## config.mk

```make
export PLATFORM = sky130hd
export DESIGN_NAME = linear_interp_resampler
export DESIGN_NICKNAME = d
export VERILOG_FILES = /design/src/lir_pkg.sv /design/src/lir_front.sv /design/src/lir_fifo.sv /design/src/lir_back.sv /design/src/linear_interp_resampler.sv
export SDC_FILE = /design/constraint.sdc
export NUM_CORES = 2
export LEC_CHECK = 0
export BUFFER_PORTS_ARGS = -buffer_cell sky130_fd_sc_hd__buf_2
export CAP_MARGIN = 5
export CORE_MARGIN = 4
export CORE_UTILIZATION = 68
export CTS_CLUSTER_DIAMETER = 120
export DETAILED_ROUTE_END_ITERATION = 8
export HOLD_SLACK_MARGIN = 0.06
export PLACE_DENSITY = 0.88
export SKIP_LAST_GASP = 1
export SYNTH_ARGS = -nofsm -noshare
export SYNTH_HDL_FRONTEND = slang
export SYNTH_HIERARCHICAL = 1
export SYNTH_SLANG_ARGS = --single-unit
export TNS_END_PERCENT = 30
```

## constraint.sdc

```tcl
create_clock -name clk -period 30.4 [get_ports clk]
set_clock_uncertainty 0.1 [all_clocks]
set_input_delay 3.04 -clock clk [delete_from_list [all_inputs] [get_ports clk]]
set_output_delay 3.04 -clock clk [all_outputs]
set_load 0.03 [all_outputs]
```

## src/lir_pkg.sv

```systemverilog
// Shared types, constants and helpers for the linear interpolation resampler.
// No dependencies; imported by every module of the block.
`timescale 1ns / 1ps
`default_nettype none
package lir_pkg;

    localparam int NUM_CH           = 4;
    localparam int SAMPLE_W         = 16;
    localparam int CNT_W            = 3;
    localparam int STEP_W           = 41;
    localparam int FRAC_W           = 32;
    localparam int LIMIT_W          = 32;
    localparam int APB_DW           = 64;
    localparam int REG_IDX_W        = 2;
    localparam int APB_AW           = REG_IDX_W + 3;
    localparam int MAX_UPSAMPLE_DEF = 64;
    localparam int QUEUE_DEPTH_DEF  = 2;

    // register indexes (byte address = 8 * index)
    localparam logic [REG_IDX_W-1:0] REG_CHANNELS = 2'd0;
    localparam logic [REG_IDX_W-1:0] REG_STEP     = 2'd1;
    localparam logic [REG_IDX_W-1:0] REG_S8       = 2'd2;
    localparam logic [REG_IDX_W-1:0] REG_LIMIT    = 2'd3;

    typedef logic signed [SAMPLE_W-1:0] sample_t;
    typedef sample_t [NUM_CH-1:0] frame_t;

    typedef struct packed {
        logic [CNT_W-1:0]   channel_count;
        logic [STEP_W-1:0]  step_increment;
        logic               input_is_s8;
        logic [LIMIT_W-1:0] output_limit;
    } cfg_t;

    // channels actually used: 0 acts as 1, anything above NUM_CH as NUM_CH
    function automatic logic [CNT_W-1:0] clamp_channels(input logic [CNT_W-1:0] n);
        logic [CNT_W-1:0] r;
        r = n;
        if (n == '0)
            r = CNT_W'(1);
        else if (n > CNT_W'(NUM_CH))
            r = CNT_W'(NUM_CH);
        return r;
    endfunction

endpackage
`default_nettype wire

```

## src/lir_front.sv

```systemverilog
// Front end: takes input words and converts samples to 16-bit form.
// Depends on lir_pkg; feeds lir_fifo.
`timescale 1ns / 1ps
`default_nettype none
module lir_front (
    input  wire logic            in_valid,
    output logic                 in_ready,
    input  wire lir_pkg::frame_t raw_frame,
    input  wire logic            input_is_s8,
    input  wire logic            q_full,
    output logic                 q_push,
    output lir_pkg::frame_t      q_data
);
    import lir_pkg::*;

    assign in_ready = !q_full;
    assign q_push   = in_valid && !q_full;

    // s8 mode: signed low byte times 256 is just the byte moved up
    always_comb
    begin
        for (int i = 0; i < NUM_CH; i++)
        begin
            if (input_is_s8)
                q_data[i] = {raw_frame[i][7:0], 8'h00};
            else
                q_data[i] = raw_frame[i];
        end
    end

endmodule
`default_nettype wire

```

## src/lir_fifo.sv

```systemverilog
// Short frame queue between front end and back end.
// Depends on lir_pkg; DEPTH must be 2 or more.
`timescale 1ns / 1ps
`default_nettype none
module lir_fifo #(
    parameter int DEPTH = lir_pkg::QUEUE_DEPTH_DEF
) (
    input  wire logic            clk,
    input  wire logic            rst_n,
    input  wire logic            push,
    input  wire lir_pkg::frame_t push_data,
    input  wire logic            pop,
    output lir_pkg::frame_t      head,
    output logic                 full,
    output logic                 empty
);
    import lir_pkg::*;

    localparam int PTR_W = $clog2(DEPTH);
    localparam int CNT_QW = $clog2(DEPTH + 1);
    localparam logic [PTR_W-1:0] PTR_LAST = PTR_W'(DEPTH - 1);
    localparam logic [CNT_QW-1:0] CNT_FULL = CNT_QW'(DEPTH);

    frame_t mem_reg [DEPTH];
    logic [PTR_W-1:0]  wr_ptr_reg, wr_ptr_next;
    logic [PTR_W-1:0]  rd_ptr_reg, rd_ptr_next;
    logic [CNT_QW-1:0] count_reg, count_next;

    assign full  = (count_reg == CNT_FULL);
    assign empty = (count_reg == '0);
    assign head  = mem_reg[rd_ptr_reg];

    always_comb
    begin
        wr_ptr_next = wr_ptr_reg;
        rd_ptr_next = rd_ptr_reg;
        count_next  = count_reg;
        if (push)
            wr_ptr_next = (wr_ptr_reg == PTR_LAST) ? '0 : wr_ptr_reg + PTR_W'(1);
        if (pop)
            rd_ptr_next = (rd_ptr_reg == PTR_LAST) ? '0 : rd_ptr_reg + PTR_W'(1);
        if (push && !pop)
            count_next = count_reg + CNT_QW'(1);
        else if (pop && !push)
            count_next = count_reg - CNT_QW'(1);
    end

    always_ff @(posedge clk or negedge rst_n)
    begin
        if (!rst_n)
        begin
            wr_ptr_reg <= '0;
            rd_ptr_reg <= '0;
            count_reg  <= '0;
        end
        else
        begin
            wr_ptr_reg <= wr_ptr_next;
            rd_ptr_reg <= rd_ptr_next;
            count_reg  <= count_next;
        end
    end

    always_ff @(posedge clk)
    begin
        if (push)
            mem_reg[wr_ptr_reg] <= push_data;
    end

endmodule
`default_nettype wire

```

## src/lir_back.sv

```systemverilog
// Back end: phase stepping, shared-multiplier interpolation, output register.
// Depends on lir_pkg; pops frames from lir_fifo.
`timescale 1ns / 1ps
`default_nettype none
module lir_back #(
    parameter int MAX_UPSAMPLE = lir_pkg::MAX_UPSAMPLE_DEF
) (
    input  wire logic            clk,
    input  wire logic            rst_n,
    input  wire lir_pkg::cfg_t   cfg,
    input  wire lir_pkg::frame_t head,
    input  wire logic            q_empty,
    output logic                 q_pop,
    output logic                 out_valid,
    input  wire logic            out_ready,
    output lir_pkg::frame_t      out_frame,
    output logic                 out_last
);
    import lir_pkg::*;

    localparam int POS_W = $clog2(MAX_UPSAMPLE + 1);
    localparam logic [POS_W-1:0] POS_MAX      = POS_W'(MAX_UPSAMPLE);
    localparam logic [POS_W-1:0] POS_LASTSTEP = POS_W'(MAX_UPSAMPLE - 1);
    localparam int CH_W   = $clog2(NUM_CH);
    localparam int PROD_W = SAMPLE_W + FRAC_W + 2;

    localparam logic [2:0] S_IDLE  = 3'd0;
    localparam logic [2:0] S_CHECK = 3'd1;
    localparam logic [2:0] S_MUL   = 3'd2;
    localparam logic [2:0] S_ADD   = 3'd3;
    localparam logic [2:0] S_OUT   = 3'd4;

    logic [2:0]               state_reg, state_next;
    frame_t                   prev_reg, prev_next;
    logic                     have_prev_reg, have_prev_next;
    logic [STEP_W-1:0]        phase_reg, phase_next;
    logic [LIMIT_W-1:0]       fe_reg, fe_next;
    logic [POS_W-1:0]         pos_reg, pos_next;
    logic [CH_W-1:0]          ch_reg, ch_next;
    logic [FRAC_W-1:0]        frac_reg, frac_next;
    logic                     last_reg, last_next;
    logic signed [PROD_W-1:0] prod_reg, prod_next;
    frame_t                   res_reg, res_next;
    logic                     out_valid_reg, out_valid_next;
    frame_t                   out_frame_reg, out_frame_next;
    logic                     out_last_reg, out_last_next;

    logic                     ge_one;
    logic [STEP_W:0]          step_sum;
    logic [STEP_W-1:0]        phase_adv;
    logic                     emit;
    logic                     more_room;
    logic                     last_pos;
    logic                     loop_done;
    logic [CNT_W-1:0]         nch;
    logic                     ch_last;
    logic signed [SAMPLE_W:0] diff;
    logic signed [FRAC_W:0]   frac_s;
    logic signed [PROD_W-1:0] mul;
    logic signed [PROD_W-1:0] acc;
    logic signed [PROD_W-1:0] rnd;
    logic                     load_out;

    assign ge_one    = (phase_reg[STEP_W-1:FRAC_W] != '0);
    assign step_sum  = {1'b0, phase_reg} + {1'b0, cfg.step_increment};
    assign phase_adv = step_sum[STEP_W] ? {STEP_W{1'b1}} : step_sum[STEP_W-1:0];
    assign emit      = (fe_reg < cfg.output_limit);
    assign more_room = (({1'b0, fe_reg} + (LIMIT_W+1)'(1)) < {1'b0, cfg.output_limit});
    // no further output from this frame after the current one
    assign last_pos  = !((phase_adv[STEP_W-1:FRAC_W] == '0) &&
                         (pos_reg < POS_LASTSTEP) && more_room);
    assign loop_done = ge_one || (pos_reg == POS_MAX);
    assign nch       = clamp_channels(cfg.channel_count);
    assign ch_last   = ({1'b0, ch_reg} == CNT_W'(nch - CNT_W'(1)));

    assign diff   = {head[ch_reg][SAMPLE_W-1], head[ch_reg]}
                  - {prev_reg[ch_reg][SAMPLE_W-1], prev_reg[ch_reg]};
    assign frac_s = {1'b0, frac_reg};
    assign mul    = diff * frac_s;

    // prev * 2^32 + product, then truncate toward zero before dropping fraction
    assign acc = {{(PROD_W-SAMPLE_W-FRAC_W){prev_reg[ch_reg][SAMPLE_W-1]}},
                  prev_reg[ch_reg], {FRAC_W{1'b0}}} + prod_reg;
    assign rnd = acc[PROD_W-1] ? acc + PROD_W'({FRAC_W{1'b1}}) : acc;

    assign load_out = (state_reg == S_OUT) && (!out_valid_reg || out_ready);

    always_comb
    begin
        state_next     = state_reg;
        prev_next      = prev_reg;
        have_prev_next = have_prev_reg;
        phase_next     = phase_reg;
        fe_next        = fe_reg;
        pos_next       = pos_reg;
        ch_next        = ch_reg;
        frac_next      = frac_reg;
        last_next      = last_reg;
        prod_next      = prod_reg;
        res_next       = res_reg;
        out_frame_next = out_frame_reg;
        out_last_next  = out_last_reg;
        q_pop          = 1'b0;

        case (state_reg)
            S_IDLE:
            begin
                if (!q_empty)
                begin
                    if (!have_prev_reg)
                    begin
                        q_pop          = 1'b1;
                        prev_next      = head;
                        have_prev_next = 1'b1;
                    end
                    else if (ge_one)
                    begin
                        // skipped frame
                        q_pop      = 1'b1;
                        prev_next  = head;
                        phase_next = phase_reg - {{(STEP_W-FRAC_W-1){1'b0}}, 1'b1,
                                                  {FRAC_W{1'b0}}};
                    end
                    else
                    begin
                        pos_next   = '0;
                        state_next = S_CHECK;
                    end
                end
            end
            S_CHECK:
            begin
                if (loop_done)
                begin
                    q_pop      = 1'b1;
                    prev_next  = head;
                    phase_next = ge_one ? phase_reg - {{(STEP_W-FRAC_W-1){1'b0}}, 1'b1,
                                                       {FRAC_W{1'b0}}}
                                        : '0;
                    state_next = S_IDLE;
                end
                else
                begin
                    phase_next = phase_adv;
                    pos_next   = pos_reg + POS_W'(1);
                    if (emit)
                    begin
                        fe_next    = fe_reg + LIMIT_W'(1);
                        frac_next  = phase_reg[FRAC_W-1:0];
                        last_next  = last_pos;
                        ch_next    = '0;
                        state_next = S_MUL;
                    end
                end
            end
            S_MUL:
            begin
                prod_next  = mul;
                state_next = S_ADD;
            end
            S_ADD:
            begin
                res_next[ch_reg] = rnd[FRAC_W+SAMPLE_W-1:FRAC_W];
                if (ch_last)
                    state_next = S_OUT;
                else
                begin
                    ch_next    = ch_reg + CH_W'(1);
                    state_next = S_MUL;
                end
            end
            S_OUT:
            begin
                if (load_out)
                begin
                    for (int i = 0; i < NUM_CH; i++)
                    begin
                        if (CNT_W'(i) < nch)
                            out_frame_next[i] = res_reg[i];
                        else
                            out_frame_next[i] = '0;
                    end
                    out_last_next = last_reg;
                    state_next    = S_CHECK;
                end
            end
            default:
            begin
                state_next = S_IDLE;
            end
        endcase

        if (load_out)
            out_valid_next = 1'b1;
        else if (out_ready)
            out_valid_next = 1'b0;
        else
            out_valid_next = out_valid_reg;
    end

    always_ff @(posedge clk or negedge rst_n)
    begin
        if (!rst_n)
        begin
            state_reg     <= S_IDLE;
            prev_reg      <= '0;
            have_prev_reg <= 1'b0;
            phase_reg     <= '0;
            fe_reg        <= '0;
            pos_reg       <= '0;
            ch_reg        <= '0;
            out_valid_reg <= 1'b0;
        end
        else
        begin
            state_reg     <= state_next;
            prev_reg      <= prev_next;
            have_prev_reg <= have_prev_next;
            phase_reg     <= phase_next;
            fe_reg        <= fe_next;
            pos_reg       <= pos_next;
            ch_reg        <= ch_next;
            out_valid_reg <= out_valid_next;
        end
    end

    always_ff @(posedge clk)
    begin
        frac_reg      <= frac_next;
        last_reg      <= last_next;
        prod_reg      <= prod_next;
        res_reg       <= res_next;
        out_frame_reg <= out_frame_next;
        out_last_reg  <= out_last_next;
    end

    assign out_valid = out_valid_reg;
    assign out_frame = out_frame_reg;
    assign out_last  = out_last_reg;

endmodule
`default_nettype wire

```

## src/linear_interp_resampler.sv

```systemverilog
// Linear interpolation resampler: top level, config registers, block wiring.
// Depends on lir_pkg, lir_front, lir_fifo, lir_back.
//
// Usage:
//  - Input channel: in_valid/in_ready carry one word, an interleaved frame of
//    up to four 16-bit samples (sample_ch0..3). Words land in a short queue,
//    so in_ready stays high while the queue has room.
//  - Output channel: out_valid/out_ready carry one interpolated frame per
//    output position (out_ch0..3, unused channels zero); run_last marks the
//    last word produced by an input frame.
//  - Timing: the back end builds each output word channel by channel; the
//    channels used are served one after another by the single shared
//    multiplier (multiply, then add and round). A skipped or first frame is
//    popped without output; a frame whose positions are all held back by the
//    output limit still steps through its positions. First output follows
//    the second frame taken.
//  - Reset (rst_n low, async): registers go to 1 channel, step 1.0, s16
//    input, limit 2^32-1; the phase, emitted count and history are cleared.
//  - Receiver stall: the output register holds its word; the back end keeps
//    computing the next word and then waits, and the queue keeps taking input
//    words until it fills.
//  - Config: APB at byte address 8*i, 64-bit data; write only while idle.
`timescale 1ns / 1ps
`default_nettype none
module linear_interp_resampler #(
    parameter int MAX_UPSAMPLE = lir_pkg::MAX_UPSAMPLE_DEF,
    parameter int QUEUE_DEPTH  = lir_pkg::QUEUE_DEPTH_DEF
) (
    input  wire logic                          clk,
    input  wire logic                          rst_n,
    input  wire logic                          in_valid,
    output logic                               in_ready,
    input  wire logic signed [lir_pkg::SAMPLE_W-1:0] sample_ch0,
    input  wire logic signed [lir_pkg::SAMPLE_W-1:0] sample_ch1,
    input  wire logic signed [lir_pkg::SAMPLE_W-1:0] sample_ch2,
    input  wire logic signed [lir_pkg::SAMPLE_W-1:0] sample_ch3,
    output logic                               out_valid,
    input  wire logic                          out_ready,
    output logic signed [lir_pkg::SAMPLE_W-1:0]      out_ch0,
    output logic signed [lir_pkg::SAMPLE_W-1:0]      out_ch1,
    output logic signed [lir_pkg::SAMPLE_W-1:0]      out_ch2,
    output logic signed [lir_pkg::SAMPLE_W-1:0]      out_ch3,
    output logic                               run_last,
    input  wire logic                          psel,
    input  wire logic                          penable,
    input  wire logic                          pwrite,
    input  wire logic [lir_pkg::APB_AW-1:0]    paddr,
    input  wire logic [lir_pkg::APB_DW-1:0]    pwdata,
    output logic [lir_pkg::APB_DW-1:0]         prdata,
    output logic                               pready
);
    import lir_pkg::*;

    cfg_t                 cfg_reg, cfg_next;
    logic [REG_IDX_W-1:0] reg_idx;
    logic                 cfg_wr;
    frame_t               raw_frame;
    frame_t               q_data;
    frame_t               q_head;
    frame_t               out_frame;
    logic                 q_push;
    logic                 q_pop;
    logic                 q_full;
    logic                 q_empty;

    // ---------------- configuration registers ----------------
    assign pready  = 1'b1;
    assign reg_idx = paddr[APB_AW-1:3];
    assign cfg_wr  = psel && penable && pwrite && pready;

    always_comb
    begin
        cfg_next = cfg_reg;
        if (cfg_wr)
        begin
            case (reg_idx)
                REG_CHANNELS: cfg_next.channel_count  = pwdata[CNT_W-1:0];
                REG_STEP:     cfg_next.step_increment = pwdata[STEP_W-1:0];
                REG_S8:       cfg_next.input_is_s8    = pwdata[0];
                REG_LIMIT:    cfg_next.output_limit   = pwdata[LIMIT_W-1:0];
                default:      cfg_next = cfg_reg;
            endcase
        end
    end

    always_ff @(posedge clk or negedge rst_n)
    begin
        if (!rst_n)
        begin
            cfg_reg.channel_count  <= CNT_W'(1);
            cfg_reg.step_increment <= {{(STEP_W-FRAC_W-1){1'b0}}, 1'b1, {FRAC_W{1'b0}}};
            cfg_reg.input_is_s8    <= 1'b0;
            cfg_reg.output_limit   <= {LIMIT_W{1'b1}};
        end
        else
        begin
            cfg_reg <= cfg_next;
        end
    end

    // readback is combinational; pready is tied high
    always_comb
    begin
        case (reg_idx)
            REG_CHANNELS: prdata = APB_DW'(cfg_reg.channel_count);
            REG_STEP:     prdata = APB_DW'(cfg_reg.step_increment);
            REG_S8:       prdata = APB_DW'(cfg_reg.input_is_s8);
            REG_LIMIT:    prdata = APB_DW'(cfg_reg.output_limit);
            default:      prdata = '0;
        endcase
    end

    // ---------------- datapath ----------------
    assign raw_frame[0] = sample_ch0;
    assign raw_frame[1] = sample_ch1;
    assign raw_frame[2] = sample_ch2;
    assign raw_frame[3] = sample_ch3;

    lir_front u_front (
        .in_valid    (in_valid),
        .in_ready    (in_ready),
        .raw_frame   (raw_frame),
        .input_is_s8 (cfg_reg.input_is_s8),
        .q_full      (q_full),
        .q_push      (q_push),
        .q_data      (q_data)
    );

    lir_fifo #(
        .DEPTH (QUEUE_DEPTH)
    ) u_fifo (
        .clk       (clk),
        .rst_n     (rst_n),
        .push      (q_push),
        .push_data (q_data),
        .pop       (q_pop),
        .head      (q_head),
        .full      (q_full),
        .empty     (q_empty)
    );

    lir_back #(
        .MAX_UPSAMPLE (MAX_UPSAMPLE)
    ) u_back (
        .clk       (clk),
        .rst_n     (rst_n),
        .cfg       (cfg_reg),
        .head      (q_head),
        .q_empty   (q_empty),
        .q_pop     (q_pop),
        .out_valid (out_valid),
        .out_ready (out_ready),
        .out_frame (out_frame),
        .out_last  (run_last)
    );

    assign out_ch0 = out_frame[0];
    assign out_ch1 = out_frame[1];
    assign out_ch2 = out_frame[2];
    assign out_ch3 = out_frame[3];

endmodule
`default_nettype wire

```

# Word-level counts from Yosys, hierarchy flattened
# Memory sizes are Yosys's and may differ from the RTL's.
# Index checks and enable logic that the tools add are counted.
word_totals:
  ff_bits: 444
  mem_bits_rw: 128
  inputBits: 140
  output_inout_bits: 132
  mem_count: 1
mem_list:
  columns: ["name", "words", "word_bits", "rd", "rd_ports_with_merged_regs", "wr", "line", "rtl"]
  rows:
  - ["u_fifo.mem_reg", 2, 64, 1, 0, 1, "lir_fifo.sv:24", "frame_t mem_reg [DEPTH];"]
classes:
  add_sub_neg: 14
  n_mul: 1
  n_lt_le_gt_ge: 10
  eq_ne: 21
  n_mux: 57
  n_bitwise: 2
  n_reduce_logical: 38
ops:
  columns: ["cell", "n"]
  rows:
  - ["$mux W64", 4]
  - ["$pmux W64 S4", 1]
  - ["$mux W41", 6]
  - ["$pmux W64 S2", 1]
  - ["$mux W16", 7]
  - ["$pmux W41 S2", 1]
  - ["$bmux W16 S2", 2]
  - ["$bwmux W64", 1]
  - ["$add A50 B50 Y50", 1]
  - ["$mul A17 B33 Y50", 1]
  - ["$add A48 B32 Y48 const B", 1]
  - ["$mux W48", 1]
  - ["$add A41 B41 Y42", 1]
  - ["$sub A41 B33 Y41 const B", 1]
  - ["$add A32 B1 Y33 const B", 1]
  - ["$lt A33 B32 Y1", 1]
  - ["$add A32 B1 Y32 const B", 1]
  - ["$demux W16 S2", 1]
  - ["$lt A32 B32 Y1", 1]
  - ["$mux W7", 4]
  - ["$mux W3", 9]
  - ["$sub A16 B16 Y17", 1]
  - ["$pmux W3 S5", 1]
  - ["$pmux W7 S2", 1]
  - ["other kinds (39)", 93]

# Depth between registers and ports, before layout
logic_depth:
  ltp_word: 8
  depth_mapped: 43
  depth_no_buf: 39

# Modules after synthesis
# The synthesis kept the hierarchy.
by_module_without_submodules:
  columns: ["mod", "n_inst", "cells_per_inst", "area_each_um2", "seq_area_each_um2"]
  rows:
  - ["lir_back", 1, 3894, 37507.2, 10144.7]
  - ["lir_fifo", 1, 215, 5011.1, 3943.8]
  - ["linear_interp_resampler", 1, 277, 3960.0, 1969.4]
  - ["lir_front", 1, 73, 757.0, 0.0]

# Worst setup path before layout
# No wires, ideal clock.
synth_timing:
  path_type: "register to register"
  from: "register u_back.ch_reg[0]"
  to: "register u_back.prod_reg[46] (data pin)"
  arrival_ns: 10.104
  required_ns: 30.028
  path_slack_ns: 19.924
  stages_incl_launch_ff: 40
  cell_sequence: "dfrtp_1 > clkbuf_1 > buf_1 > mux4_2 > ha_1 > fa_1 > nor2b_1 > o21ai_0 > a21boi_0 > o21ai_0 > a21boi_0 > o21a_1 > nor3_1 > nor2_1 > nor2_1 > xnor2_1 > clkbuf_1 > nand2_1 > [... 4 more ...] > fa_1 > inv_1 > fa_1 > fa_1 > inv_1 > fa_1 > inv_1 > ha_1 > a21o_1 > a21o_1 > or3_1 > o221ai_1 > a21oi_1 > o211a_1 > a31oi_1 > o22ai_1 > mux2i_1 > or4_1"
synth_between:
  elab_chain_cells: 4
  elab_cells_between_ends: 6
synth_lines:
  columns: ["item", "line", "rtl"]
  rows:
  - ["start: declaration", "lir_back.sv:39", "logic [CH_W-1:0] ch_reg, ch_next;"]
  - ["start signal: assignment", "lir_back.sv:222", "ch_reg <= ch_next;"]
  - ["$bmux W16 S2, on equally long branches", "lir_back.sv:76, lir_back.sv:77", null]
  - ["$mux W16, on equally long branches", "lir_back.sv:76, lir_back.sv:77", null]
  - ["$sub A16 B16 Y17 *", "lir_back.sv:77", "- {prev_reg[ch_reg][SAMPLE_W-1], prev_reg[ch_reg]};"]
  - ["$mul A17 B33 Y50 *", "lir_back.sv:79", "assign mul = diff * frac_s;"]
  - ["via u_back.mul[46]", "lir_back.sv:59", "logic signed [PROD_W-1:0] mul;"]
  - ["end signal: assignment", "lir_back.sv:231", "prod_reg <= prod_next;"]
  - ["end: declaration", "lir_back.sv:42", "logic signed [PROD_W-1:0] prod_reg, prod_next;"]
# The timed path passes the listed nets; every way through them passes the cells marked *. The select of a mux whose other input is x is not followed.
# A chain may end at the register's enable or synchronous reset.

==> flow_summary.toml <==
[clock_network]
path_clk_slew_ns = 0.06
numCtsBuffers = 54
cts_root_buf = "clkbuf_16"
cts_setup_buffers = 0
cts_hold_buf = 0
cts.sinks = 572
worstSkewPairLatency_ns = 0.63
post_cts_resized = 0
cts_tree = "yes"
cts.path.max_buffers = 3
cts_htree_levels = 2

[logic_synthesis]
yosysSeqAreaShare_pct = 34.0
synth_area_leaders = "edfxtp_1 22%, fa_1 19%, dfrtp_1 10%"
synth_area_sq_um = 47200
synth-edff-count = 340
yosysMostFrequentCell = "nand2_1"
ys.warnings.count = 6
synthTopCellsByCount = "649 x nand2_1, 628 x inv_1, 452 x fa_1"
yosysTopAreaCell = "edfxtp_1"
postSynthAreaPerCell_sq_um = 10.6
synth-async-reset-ratio_pct = 40.6
synth_top_area_share_pct = 21.6
netlist_instances = 4459
ys_dominant_reg_cell = "edfxtp_1"
synth_cell_type_count = 94
ys_ff_latch = 572

[final_layout]
nets = 5472
seqCellArea_sq_um = 16100
largest_reg_flops = 128
multi_input_area_sq_um = 28000
synthToLayoutAreaGrowth_pct = 7.26
n_fill_cell = 4387
drive_gt1_share_pct = 14.1

[route]
post_drt_wl_per_cell_um = 20.3
drc_errors = 0
wirelength_um = 113000
viasPerCell = 6.00
drtIter0Drc = 2955
drt-pass1-iter-count = 6
num_vias = 33300
ant_nets = 0

[timing]
fmax_mhz = 79.1
setup_tns_ns = 0
worst_pin_slew_ns = 1.21
rsz0062_at_grt = "no"
drv_slew = 0
hold_violations = 0
final.min_clock_period_ns = 12.63
maxSlewHeadroom_pct = 19.4
finalCritPeriodShare_pct = 41.6
setup_viol = 0

[critical_path]
critPathSlowestCell = "dfrtp_4"
path_max_fanout = 37
crit_path_end_kind = "flip-flop"
rr_endpoint = "u_back/prod_reg[46]"
worstPathArrival_ns = 12.88
startpoint_type = "flip-flop"
required_ns = 30.65
regToRegSetupSlack_ns = 17.77
reg2reg_depth = 38
path_class = "reg -> reg"
critPathBufInv = 7
slowest_delay_ns = 0.79
path_delay_family = "compound AO/OA/AOI/OAI gates"
r2r-start = "u_fifo/rd_ptr_reg"

[floorplanning]
die_area_sq_um = 73700
die_w_um = 272
io_pins = 272
design.core.area_sq_um = 68700
rows = 96
start_util_pct = 68.7
die_y_um = 272

[placement]
gp_congestion = 0.921
io_buffers = 221
hpwl_um = 80000

[grt]
grt.total_usage_pct = 30.9
grt_pass1_wl_um = 183000
grt_max_degree = 79
grt_overflow_total = 0
grt_pass1_vias = 34900
antenna_found_initial = 5

[hold_path]
min_delay_path_depth = 0
hold-path-endpoint = "u_back/out_frame[13]"
holdCritStartpoint = "u_back/res_reg[13]"
hp-class = "reg -> reg"

[outcome]
status = "complete, no violations"

[flow_run]
cap_violations = 0
## layout by cell type, fill, tap and decap left out, types with 116 or more instances in the layout
master    count
ha_1        304
dfrtp_1     195
and2_1      141
inv_1       627
buf_2       220
xnor2_1     116
fa_1        451
nand2_1     649
o21ai_0     132
mux2_4      121
nor2_1      129
nor2b_1     177
edfxtp_1    340
## routing by layer
layer / global-route usage, % / up-vias / routed length (um)
met5: 0 / - / 35
met3: 5.44 / 386 / 9740
met1: 40.5 / 16500 / 42800
li1: - / 14700 / -
met4: 11.8 / 6 / 4760
met2: 52.2 / 1711 / 55600
## cells by family (layout without fill, tap and decap cells)
family	Yosys count	count (layout)	synth area share [%]
AO/OA/AOI/OAI	478	478	6.44
multiplexers	244	244	7.47
AND/OR/NAND/NOR	1375	1375	14.2
flip-flops	572	572	34.0
adder cells (fa/ha/maj)	756	756	27.2
other	2	26	0.0159
XOR/XNOR	181	181	3.36
buffers and inverters	851	989	7.33
## cell type report
cell class	count	share of cell area, %
Clock inverter	26	0.496
Antenna cell	2	0.00988
Tap cell	931	2.30
Multi-Input combinational cell	3058	55.2
Sequential cell	572	31.7
Inverter	628	4.65
Timing Repair Buffer	262	2.81
Clock buffer	73	2.85
## worst max path at each step
stage,start,end,slack [ns],cells after the start
finish,u_fifo/rd_ptr_reg,u_back/prod_reg[46],17.77,38
global route,u_fifo/rd_ptr_reg,u_back/prod_reg[46],17.31,38
CTS,u_fifo/rd_ptr_reg,u_back/prod_reg[46],17.98,38
detailed placement,u_fifo/rd_ptr_reg,u_back/prod_reg[46],18.03,38
global placement,u_fifo/rd_ptr_reg,u_back/prod_reg[46],18.21,38
floorplan,u_back/ch_reg[0],u_back/prod_reg[46],19.92,39
## metrics by stage
stage	std cells	util, %	worst slack [ns]	hold WS [ns]	instance area [sq um]
after global routing	5552	73.7	17.31	0.332	50700
after floorplan	4481	-	19.92	0.300	47300
after CTS	5550	73.7	17.98	0.308	50700
final	5552	73.7	17.77	0.319	50700
after detailed placement	5451	71.3	18.03	0.305	49000
after global placement	5451	71.3	18.21	0.301	49000
Power is left out: the tool's default activity adds up to more than one toggle a clock period on the data nets, which glitch-free logic cannot reach.
